[src/design/hpr_pkg.sv]
`timescale 1ns / 1ps
`default_nettype none
// ----------------------------------------------------------------------------
// Hex packet receiver package
// Shared constants, operation codes, the response record and the hex digit
// decoder used by the receiver and its checker.
// ----------------------------------------------------------------------------
package hpr_pkg;

   // Receive buffer size in bytes (2 to 128; byte indices are OUT_IDX_W bits wide).
   localparam int unsigned BUF_BYTES = 128;
   localparam int unsigned IDX_W     = 8;
   localparam int unsigned OUT_IDX_W = 7;

   typedef logic [1:0] op_type;

   localparam op_type OP_CHAR        = 2'd0;
   localparam op_type OP_RX_RESET    = 2'd1;
   localparam op_type OP_CLR_ATI     = 2'd2;
   localparam op_type OP_CLR_RECEIPT = 2'd3;

   localparam logic [7:0] CH_UPPER_S = 8'h53;
   localparam logic [7:0] CH_UPPER_N = 8'h4E;
   localparam logic [7:0] CH_UPPER_K = 8'h4B;
   localparam logic [7:0] CH_UPPER_I = 8'h49;
   localparam logic [7:0] CH_LOWER_I = 8'h69;
   localparam logic [7:0] CH_DIGIT_0 = 8'h30;
   localparam logic [7:0] CH_DIGIT_9 = 8'h39;
   localparam logic [7:0] CH_UPPER_A = 8'h41;
   localparam logic [7:0] CH_UPPER_F = 8'h46;
   localparam logic [7:0] CH_LOWER_A = 8'h61;
   localparam logic [7:0] CH_LOWER_F = 8'h66;
   localparam logic [7:0] HEX_TEN    = 8'd10;

   localparam logic [IDX_W-1:0] BUF_END = IDX_W'(BUF_BYTES);
   localparam logic [IDX_W-1:0] MIN_LEN = IDX_W'(2);

   typedef struct packed {
      logic                 byte_valid;
      logic [OUT_IDX_W-1:0] byte_index;
      logic [7:0]           byte_value;
      logic                 packet_done;
      logic                 ati_seen;
      logic                 receipt_seen;
      logic                 receipt_ack;
      logic                 has_data;
   } rsp_type;

   // Returns {digit is hex, nibble value}.
   function automatic logic [4:0] hex_digit(input logic [7:0] c);
      logic [7:0] d;
      d = 8'd0;
      if (c inside {[CH_DIGIT_0:CH_DIGIT_9]}) begin
         d = c - CH_DIGIT_0;
         return {1'b1, d[3:0]};
      end
      if (c inside {[CH_UPPER_A:CH_UPPER_F]}) begin
         d = c - CH_UPPER_A + HEX_TEN;
         return {1'b1, d[3:0]};
      end
      if (c inside {[CH_LOWER_A:CH_LOWER_F]}) begin
         d = c - CH_LOWER_A + HEX_TEN;
         return {1'b1, d[3:0]};
      end
      return 5'd0;
   endfunction

endpackage
`default_nettype wire

[src/design/hex_packet_receiver.sv]
`timescale 1ns / 1ps
`default_nettype none
// ----------------------------------------------------------------------------
// Hex packet receiver
// Decodes a stream of serial characters into control flags and the bytes of
// a hex-encoded packet, one response for every request.
// ----------------------------------------------------------------------------
//
//   Channel    Direction  Handshake             Payload
//   req_       in         req_valid/req_stall   req_op, req_rx_char
//   rsp_       out        rsp_valid/rsp_stall   byte, index and flag fields
//
// Every request is decoded in the cycle it is accepted and its response is
// registered, so one request per cycle is sustained while the output is not
// stalled. The receiver state (flags, nibble phase, write index and packet
// length) updates at the accepting edge, which lets back-to-back requests
// see each other's effects. A two-entry output (response register plus a
// skid register) means a stalled response does not block the next request;
// req_stall rises only once both entries are occupied, and comes from a
// register. Reset is synchronous and clears all receiver state.
//
module hex_packet_receiver (
   input  wire                                clock,
   input  wire                                reset,
   input  wire                                req_valid,
   output logic                               req_stall,
   input  wire  [1:0]                         req_op,
   input  wire  [7:0]                         req_rx_char,
   output logic                               rsp_valid,
   input  wire                                rsp_stall,
   output logic                               rsp_byte_valid,
   output logic [hpr_pkg::OUT_IDX_W-1:0]      rsp_byte_index,
   output logic [7:0]                         rsp_byte_value,
   output logic                               rsp_packet_done,
   output logic                               rsp_ati_seen,
   output logic                               rsp_receipt_seen,
   output logic                               rsp_receipt_ack,
   output logic                               rsp_has_data
);
   import hpr_pkg::*;

   // Receiver state.
   logic             ati_ff, ati_in;
   logic             receipt_ff, receipt_in;
   logic             ack_ff, ack_in;
   logic             low_next_ff, low_next_in;
   logic             ready_ff, ready_in;
   logic             skip_ff, skip_in;
   logic             decoding_ff, decoding_in;
   logic [IDX_W-1:0] widx_ff, widx_in;
   logic [3:0]       pend_ff, pend_in;
   logic [15:0]      len_ff, len_in;

   // Output staging.
   logic    out_valid_ff, out_valid_in;
   logic    skid_valid_ff, skid_valid_in;
   rsp_type out_ff, out_in;
   rsp_type skid_ff, skid_in;

   logic             req_accept;
   logic             rsp_take;
   rsp_type          result;
   logic [4:0]       hex;
   logic [7:0]       new_byte;
   logic [IDX_W-1:0] widx_next;

   assign req_stall  = skid_valid_ff;
   assign req_accept = req_valid & ~skid_valid_ff;
   assign rsp_take   = out_valid_ff & ~rsp_stall;
   assign hex        = hex_digit(req_rx_char);

   // Character decoding. The checks follow a strict priority: a skipped
   // character is dropped outright, then the control letters, then packet
   // start and hex data.
   always_comb begin
      ati_in      = ati_ff;
      receipt_in  = receipt_ff;
      ack_in      = ack_ff;
      low_next_in = low_next_ff;
      ready_in    = ready_ff;
      skip_in     = skip_ff;
      decoding_in = decoding_ff;
      widx_in     = widx_ff;
      pend_in     = pend_ff;
      len_in      = len_ff;
      new_byte    = {pend_ff, hex[3:0]};
      widx_next   = widx_ff + IDX_W'(1);
      result      = '0;

      case (req_op)
         OP_CHAR: begin
            if (skip_ff) begin
               skip_in = 1'b0;
            end else if (req_rx_char == CH_UPPER_I || req_rx_char == CH_LOWER_I) begin
               ati_in = 1'b1;
            end else if (req_rx_char == CH_UPPER_N) begin
               receipt_in = 1'b1;
               ack_in     = 1'b0;
            end else if (req_rx_char == CH_UPPER_K) begin
               receipt_in = 1'b1;
               ack_in     = 1'b1;
            end else begin
               // A start letter while no packet is ready restarts the index
               // but keeps the nibble phase.
               if (req_rx_char == CH_UPPER_S && !ready_ff) begin
                  widx_in     = '0;
                  skip_in     = 1'b1;
                  decoding_in = 1'b1;
               end
               widx_next = widx_in + IDX_W'(1);
               if (decoding_in && hex[4]) begin
                  if (!low_next_ff) begin
                     pend_in     = hex[3:0];
                     low_next_in = 1'b1;
                  end else begin
                     low_next_in       = 1'b0;
                     result.byte_valid = 1'b1;
                     result.byte_index = widx_in[OUT_IDX_W-1:0];
                     result.byte_value = new_byte;
                     if (widx_in == '0) begin
                        len_in[7:0] = new_byte;
                     end else if (widx_in == IDX_W'(1)) begin
                        len_in[15:8] = new_byte;
                     end
                     widx_in = widx_next;
                     // Stop on a full buffer or once the announced length
                     // has arrived.
                     if (widx_next == BUF_END ||
                         (widx_next >= MIN_LEN && len_in == 16'(widx_next))) begin
                        ready_in    = 1'b1;
                        decoding_in = 1'b0;
                     end
                  end
               end
            end
         end
         OP_RX_RESET: begin
            low_next_in = 1'b0;
            ready_in    = 1'b0;
            skip_in     = 1'b0;
            decoding_in = 1'b0;
         end
         OP_CLR_ATI: begin
            ati_in = 1'b0;
         end
         default: begin
            receipt_in = 1'b0;
         end
      endcase

      result.packet_done  = ready_in;
      result.ati_seen     = ati_in;
      result.receipt_seen = receipt_in;
      result.receipt_ack  = ack_in;
      result.has_data     = ati_in | ready_in | receipt_in;
   end

   // Output register with a skid entry behind it.
   always_comb begin
      out_valid_in  = out_valid_ff;
      skid_valid_in = skid_valid_ff;
      out_in        = out_ff;
      skid_in       = skid_ff;
      if (req_accept) begin
         if (!out_valid_ff || rsp_take) begin
            out_in       = result;
            out_valid_in = 1'b1;
         end else begin
            skid_in       = result;
            skid_valid_in = 1'b1;
         end
      end else if (rsp_take) begin
         out_in        = skid_ff;
         out_valid_in  = skid_valid_ff;
         skid_valid_in = 1'b0;
      end
   end

   always_ff @(posedge clock) begin
      if (reset) begin
         ati_ff        <= 1'b0;
         receipt_ff    <= 1'b0;
         ack_ff        <= 1'b0;
         low_next_ff   <= 1'b0;
         ready_ff      <= 1'b0;
         skip_ff       <= 1'b0;
         decoding_ff   <= 1'b0;
         widx_ff       <= '0;
         pend_ff       <= '0;
         len_ff        <= '0;
         out_valid_ff  <= 1'b0;
         skid_valid_ff <= 1'b0;
      end else begin
         if (req_accept) begin
            ati_ff      <= ati_in;
            receipt_ff  <= receipt_in;
            ack_ff      <= ack_in;
            low_next_ff <= low_next_in;
            ready_ff    <= ready_in;
            skip_ff     <= skip_in;
            decoding_ff <= decoding_in;
            widx_ff     <= widx_in;
            pend_ff     <= pend_in;
            len_ff      <= len_in;
         end
         out_valid_ff  <= out_valid_in;
         skid_valid_ff <= skid_valid_in;
      end
   end

   always_ff @(posedge clock) begin
      out_ff  <= out_in;
      skid_ff <= skid_in;
   end

   assign rsp_valid        = out_valid_ff;
   assign rsp_byte_valid   = out_ff.byte_valid;
   assign rsp_byte_index   = out_ff.byte_index;
   assign rsp_byte_value   = out_ff.byte_value;
   assign rsp_packet_done  = out_ff.packet_done;
   assign rsp_ati_seen     = out_ff.ati_seen;
   assign rsp_receipt_seen = out_ff.receipt_seen;
   assign rsp_receipt_ack  = out_ff.receipt_ack;
   assign rsp_has_data     = out_ff.has_data;

endmodule
`default_nettype wire

[config.mk]
export PLATFORM = sky130hd
export DESIGN_NAME = hex_packet_receiver
export DESIGN_NICKNAME = d
export VERILOG_FILES = /design/src/design/hpr_pkg.sv /design/src/design/hex_packet_receiver.sv
export SDC_FILE = /design/constraint.sdc
export NUM_CORES = 1
export LEC_CHECK = 0
export BUFFER_PORTS_ARGS = -buffer_cell sky130_fd_sc_hd__buf_2
export CAP_MARGIN = 20
export CORE_MARGIN = 8
export CORE_UTILIZATION = 49
export CTS_CLUSTER_SIZE = 25
export DETAILED_ROUTE_END_ITERATION = 8
export PLACE_DENSITY = 0.68
export SYNTH_ARGS = -nofsm -noshare
export SYNTH_HDL_FRONTEND = slang
export SYNTH_SLANG_ARGS = --single-unit
[constraint.sdc]
create_clock -name clock -period 4.7 [get_ports clock]
set_input_delay 0.94 -clock clock [delete_from_list [all_inputs] [get_ports clock]]
set_output_delay 0.94 -clock clock [all_outputs]
set_load 0.01 [all_outputs]
Word-level counts from Yosys, hierarchy flattened
Cells that the tools add are included.
Widths: inputs -> output; s select.
{"block": "totals", "ff_bits": 79, "input_bits": 14, "output_inout_bits": 23}
{"block": "op_classes", "add_sub_neg": 6, "magnitude_cmp": 7, "n_eq_ne": 17, "n_mux": 101, "bitwise_logic": 12, "reduce_logical": 25}
{"op": "$mux 8", "n": 25}
{"op": "$mux 16", "n": 7}
{"op": "$mux 21", "n": 3}
{"op": "$mux 1", "n": 54}
{"op": "$eq 8x7->1 const B", "n": 5}
{"op": "$mux 5", "n": 6}
{"op": "$eq 16x8->1", "n": 1}
{"op": "$ge 8x7->1 const B", "n": 2}
{"op": "$le 8x7->1 const B", "n": 2}
{"op": "$reduce_and 8->1", "n": 2}
{"op": "$ne 2x2->1 const B", "n": 6}
{"op": "$pmux 1 s2", "n": 6}
{"op": "$reduce_and 6->1", "n": 2}
{"op": "$sub 4x1->4 const B", "n": 3}
{"op": "$add 4x4->4 const B", "n": 2}
{"op": "$add 8x1->8 const B", "n": 1}
{"op": "$eq 8x1->1 const B", "n": 1}
{"op": "$eq 8x8->1 const B", "n": 1}
{"op": "$ge 8x2->1 const B", "n": 1}
{"op": "$ge 8x6->1 const B", "n": 1}
{"op": "$le 8x6->1 const B", "n": 1}
{"op": "$logic_not 8->1", "n": 1}
{"op": "$not 1->1", "n": 8}
{"op": "$reduce_and 2->1", "n": 4}
{"op": "other kinds (12)", "n": 23}

Longest topological paths before layout
Gate-level depths: netlist (run 1).
{"block": "depth", "ltp_word": 33, "depth_mapped": 17, "mapped_depth_nobuf": 15}

Worst setup path before layout (run 1)
No wires, ideal clock.
{"block": "synth_path", "kind": "in2reg", "startpoint": "in req_rx_char[0]", "endpoint": "reg out_ff, in the netlist rsp_has_data (data pin)", "arrival_time_ns": 3.901, "t_required_ns": 4.425, "setup_slack_ns": 0.524, "cell_stages": 17, "path_cell_list": "ha_1 > nor2b_1 > nand3_1 > clkbuf_1 > nand2_1 > inv_1 > ha_1 > clkbuf_1 > nand3_1 > or3_1 > a21oi_1 > o22ai_1 > mux2i_1 > a21oi_1 > o2111a_1 > o21ai_2 > a31oi_2"}
{"element": "start, declared", "line": "hex_packet_receiver.sv:28", "rtl": "input wire [7:0] req_rx_char,"}
{"element": "end signal, assigned", "line": "hex_packet_receiver.sv:212", "rtl": "out_ff <= out_in;"}
{"element": "end, declared", "line": "hex_packet_receiver.sv:57", "rtl": "rsp_type out_ff, out_in;"}

==> metrics.yaml, run 1 <==
status:
  status: "completed"
clock_tree:
  cts_hold_buffers: 0
  clk_pin_slew_ns: 0.08
  cts_tree: "done"
  root_buffer: "clkbuf_8"
  cts_sinks: 79
  clk_latency_ns: 0.37
  clock_path_buffers: 2
  cts_buffers: 9
  cts.repair.resized: 0
  cts_setup_buffers: 0
  htree_levels: 3
routing:
  drtPass1Iterations: 7
  vias_per_cell: 5.87
  drt-initial-drc-count: 208
  wl_um: 9840
  wire_per_inst_um: 17.1
  vias: 3379
  drc: 0
  ant_nets: 0
floorplanning:
  die_area_mm2: 0.0117
  rows: 33
  dieWidth_um: 108
  ios: 37
  die_h_um: 108
  initial_core_util_pct: 50.7
  floorplan.core_area_mm2: 0.00822
final_layout:
  syn2layout_area_growth_pct: 11.4
  multi_input_area_mm2: 0.00201
  fin_util_pct: 56.5
  antenna_cells: 0
  drive_above_1_share_pct: 18.5
  design_area_mm2: 0.00464
  fin_nets: 492
  fillers: 735
  regArea_mm2: 0.00200
timing:
  finalSetupViolCount: 0
  fin_tns_setup_ns: 0
  timing.fmax_mhz: 249
  post-route-period-util_pct: 85.5
  worst_pin_slew_ns: 1.05
  max_slew_margin_pct: 30.2
  drv_slew: 0
  hold_viol_final: 0
  fin_crit_ns: 4.02
  rsz0062_at_grt: "false"
  finClkSkew_ns: 0.0119
yosys:
  synth_top_cells_by_count: "nand2_1 (53), edfxtp_1 (42), nor2_1 (42), dfxtp_1 (37), a21oi_1 (30)"
  ys_ff_latch: 79
  syn_area_mm2: 0.00417
  synth_edf_count: 42
  yosysTopAreaCellShare_pct: 30.3
  yosys-top-cells-area: "edfxtp_1 (30%), dfxtp_1 (18%), nand2_1 (4.8%)"
  syn_inst: 435
  synth_ff_type: "edfxtp_1"
  syn_area_per_cell_um2: 9.58
  ys_seq_area_share_pct: 48.0
  synth_cell_types: 64
  synthArstFlopShare_pct: 0
  synth.largest_area_cell: "edfxtp_1"
  synth_nets: 461
  yosysMostFrequentCell: "nand2_1"
  yosysWarnings: 0
setup_path:
  crit_type: "in -> reg"
  slowest_stage: "or3_1"
  critical_path.max_stage_delay_ns: 0.41
  worstPathRequired_ns: 4.79
  path_cells: "buf_2 -> ha_1 -> nor2b_1 -> nand3_1 -> nand2_1 -> inv_1 -> ha_1 -> nand3_1 -> or3_1 -> a21oi_1 -> o22ai_1 -> mux2i_1 -> a21oi_1 -> o2111a_1 -> o21ai_2 -> a31oi_2"
  crit_arrival_ns: 4.11
  cp_max_fo: 8
  crit_path_end_kind: "flop"
  start_kind: "input pin"
global_route:
  globalRouteOverflowTotal: 0
  antenna_found_initial: 0
  grt_util_all_layers_pct: 17.8
  grt_pass1_vias: 3326
  grt_max_degree: 37
  grt_pass1_wl_um: 16600
job:
  cap_violations: 0
pwr:
  p_leak_nw: 1.68
  vdd_drop_max_mv: 0.155
  power_density_mw_per_mm2: 301
placement:
  port_buffers: 36
  gp_congestion: 0.874
  placed_area_mm2: 0.00443
  place_hpwl_um: 6870
worst_hold_path:
  hold_path_class: "reg -> reg"
metal layers:
layer,routed length (µm),vias up,global-route usage [%]
met5,0,-,0
met4,108,0,6.64
met3,573,14,3.69
met2,4510,109,27.8
met1,4650,1611,23.7
li1,-,1645,-
cells by family after synthesis:
group / count (synthesis) / share of synthesized area [%]
mux: 18 / 4.68
fa+ha+maj: 12 / 3.60
flops: 79 / 48.0
buf+inv: 38 / 3.87
simple gates: 161 / 19.0
compound gates: 118 / 18.9
xor+xnor: 9 / 1.89
final cells by class:
type                    instances  area share [%]
clock buffers                   9            2.67
clock inverters                 7            1.56
inverters                      13            1.05
multi-input cells             318            43.3
flip-flops and latches         79            43.1
well taps                     105            2.83
repair buffers                 45            5.50
final timing paths:
check / depth (start not counted) / slack, ns / start / endpoint
min reg2reg: 2 / 0.48 / receipt_ff / receipt_ff
max reg2reg: 13 / 1.23 / ready_ff / rsp_has_data
min: 2 / 0.48 / receipt_ff / receipt_ff
max: 16 / 0.68 / req_rx_char[0] / rsp_has_data
worst max-delay path, delay by kind of cell:
kind                     cells  cell delay (ns)
buffers and inverters        2             0.23
AO/OA/AOI/OAI                6             0.99
adder cells (fa/ha/maj)      2             0.56
AND/OR/NAND/NOR              5             1.23
multiplexers                 1             0.15
state kept, by name, indices dropped and copies added (netlist names), 4 cells and up:
| name | cells |
|---|---|
| len_ff | 16 |
| pend_ff | 4 |
| rsp_byte_index | 7 |
| rsp_byte_value | 8 |
| skid_ff | 21 |
| widx_ff | 8 |
placed cells by master, fill, tap and decap left out, types with 5 or more instances in the layout:
cell type,count
a211oi_1,10
ha_1,12
buf_2,36
buf_4,8
nor2_1,42
mux2i_1,6
and2_1,12
xnor2_1,6
o31ai_1,6
clkbuf_8,9
o21ai_0,27
edfxtp_1,42
a21oi_1,30
and3_1,6
nand3_1,10
dfxtp_1,37
nor2b_1,5
inv_1,13
nor3_1,10
mux2_2,12
nand2b_1,6
nand2_1,53
power by group:
group / leakage, nW / total [mW] / internal [mW] / switching [mW]
Combinational: 0.909 / 0.125 / 0.0481 / 0.0764
Clock: 0.0956 / 0.509 / 0.246 / 0.263
Sequential: 0.675 / 0.765 / 0.756 / 0.00885
through the flow:
stage               std cells  total power, mW  setup slack [ns]  hold slack, ns
detailed placement        559            0.905             0.338           0.464
finish                    576             1.40             0.684           0.476
global route              576             1.45             0.423           0.501
CTS                       575             1.41             0.731           0.480
global placement          559            0.900             0.454           0.453
floorplan                 435            0.855             0.524           0.433
Note: power is estimated with default switching activity, not from simulation.
==> run 2: changes to the inputs <==
Settings changed: CORE_MARGIN 8 to default, CTS_CLUSTER_SIZE 25 to default.
Clock period 4.7 ns to 4.07 ns, I/O delays scaled along.
==> run 2 against run 1 <==
Net effect: routed wire length fell by 6.0%; die area fell by 24%; worst setup slack got worse by 0.16 ns; clock skew fell by 0.0022 ns; sequential cell count did not move; cell area rose by 2.3%; combinational power rose by 14%; final cell count rose by 2.1%.
==> metrics.yaml, run 2 (synthesized netlist as in run 1, its figures left out) <==
setup_path:
  worstPathRequired_ns: 4.18
  cp.buffers_inverters: 3
  cpLargestDelayFamily: "compound AO/OA/AOI/OAI gates"
  crit_path_end_kind: "flop"
  crit_arrival_ns: 3.65
  cp_max_fo: 8
  start_kind: "input pin"
  path_cells: "buf_2 -> ha_1 -> nor2b_1 -> nand3_1 -> nand2_1 -> inv_1 -> ha_1 -> buf_4 -> nand3_1 -> or3_1 -> a21oi_1 -> o22ai_1 -> mux2i_1 -> a21oi_1 -> o2111a_1 -> o21ai_2 -> a31oi_2"
  r2r-start: "ready_ff"
  critical_path.max_stage_delay_ns: 0.36
  slowest_stage: "or3_1"
  crit_path_start: "req_rx_char[0]"
  crit_type: "in -> reg"
placement:
  gp_congestion: 0.907
  placed_area_mm2: 0.00453
  port_buffers: 36
  place_hpwl_um: 6750
routing:
  top_layer: "met4"
  dr_wl_met2_um: 4220
  drc: 0
  ant_nets: 0
  wl_um: 9250
  drtPass1Iterations: 4
  wl_met1_um: 4570
  wire_per_inst_um: 15.7
  vias_per_cell: 5.65
  drt-initial-drc-count: 231
  vias: 3321
  route.met3.wl_um: 329
global_route:
  antenna_found_initial: 0
  grt_pass1_vias: 3192
  grt_util_all_layers_pct: 23.1
  globalRouteOverflowTotal: 0
  grt_pass1_wl_um: 15700
  grt_max_degree: 37
clock_tree:
  clk_pin_slew_ns: 0.09
  cts_tree: "done"
  cts_buffers: 9
  htree_levels: 3
  cts.repair.resized: 0
  cts_sinks: 79
  cts_hold_buffers: 0
  root_buffer: "clkbuf_8"
  clock_path_buffers: 2
  cts_setup_buffers: 0
  clk_latency_ns: 0.36
timing:
  worst_pin_slew_ns: 1.01
  fin_tns_setup_ns: 0
  finClkSkew_ns: 0.00967
  timing.fmax_mhz: 282
  finalSetupViolCount: 0
  max_slew_margin_pct: 32.6
  hold_viol_final: 0
  rsz0062_at_grt: "false"
  post-route-period-util_pct: 87.1
  fin_crit_ns: 3.55
  drv_slew: 0
job:
  cap_violations: 0
status:
  status: "completed"
floorplanning:
  initial_core_util_pct: 50.7
  floorplan.core_area_mm2: 0.00822
  ios: 37
  dieWidth_um: 94.2
  rows: 33
  die_h_um: 94.2
  die_area_mm2: 0.00888
final_layout:
  syn2layout_area_growth_pct: 14.0
  antenna_cells: 0
  mostFrequentLayoutCells: "nand2_1 (53), nor2_1 (42), edfxtp_1 (42), dfxtp_1 (37), buf_2 (36)"
  largest_register_ffs: 21
  layout_commonest_cell: "nand2_1"
  fin_nets: 504
  top_regs: "skid_ff (21), len_ff (16)"
  fillers: 732
  design_area_mm2: 0.00475
  top_register: "skid_ff"
  drive_above_1_share_pct: 20.3
  fin_util_pct: 57.8
pwr:
  vdd_drop_max_mv: 0.174
  p_leak_nw: 1.74
  power_density_mw_per_mm2: 351
worst_hold_path:
  hold_path_class: "reg -> reg"
  min_from: "receipt_ff"
-- run 2: final timing paths --
kind / endpoint / slack [ns] / cells after the start
setup / recovery: rsp_has_data / 0.52 / 17
hold / removal: receipt_ff / 0.47 / 2
setup reg to reg: rsp_has_data / 0.90 / 12
hold reg to reg: receipt_ff / 0.47 / 2
-- run 2: per-stage QoR --
step	cells	hold WS, ns	worst slack [ns]	total power, mW
floorplan	435	0.433	0.0199	0.987
global placement	572	0.451	0.218	1.04
detailed placement	572	0.452	0.137	1.04
CTS	588	0.465	0.532	1.69
global route	588	0.501	0.203	1.74
finish	588	0.465	0.525	1.67
-- run 2: report_power, final --
group          leakage, nW  total, mW  switching, mW  internal (mW)
combinational        0.966      0.143         0.0862         0.0565
clock                0.104      0.644          0.295          0.350
sequential           0.675      0.882        0.00955          0.873
total                 1.74       1.67          0.390           1.28
-- run 2: worst min-delay path, stage by stage, from the launching register on --
cell	delay (ns)
dfxtp_1	0.32
nand2_1	0.05
a21oi_1	0.05
-- run 2: per-layer routing --
metal	track usage [%]	vias up
met2	36.0	64
met5	0	-
li1	-	1672
met3	3.80	10
met4	8.72	0
met1	31.8	1575
-- run 2: final cells by class --
type	count	area (µm²)	share of cell area (%)
sequential	79	2000	42.1
tap	105	131	2.77
inverter	13	48.8	1.03
multi-input combinational	318	2010	42.3
clock inverter	6	92.6	1.95
clock buffer	10	128	2.69
timing repair buffer	57	338	7.11
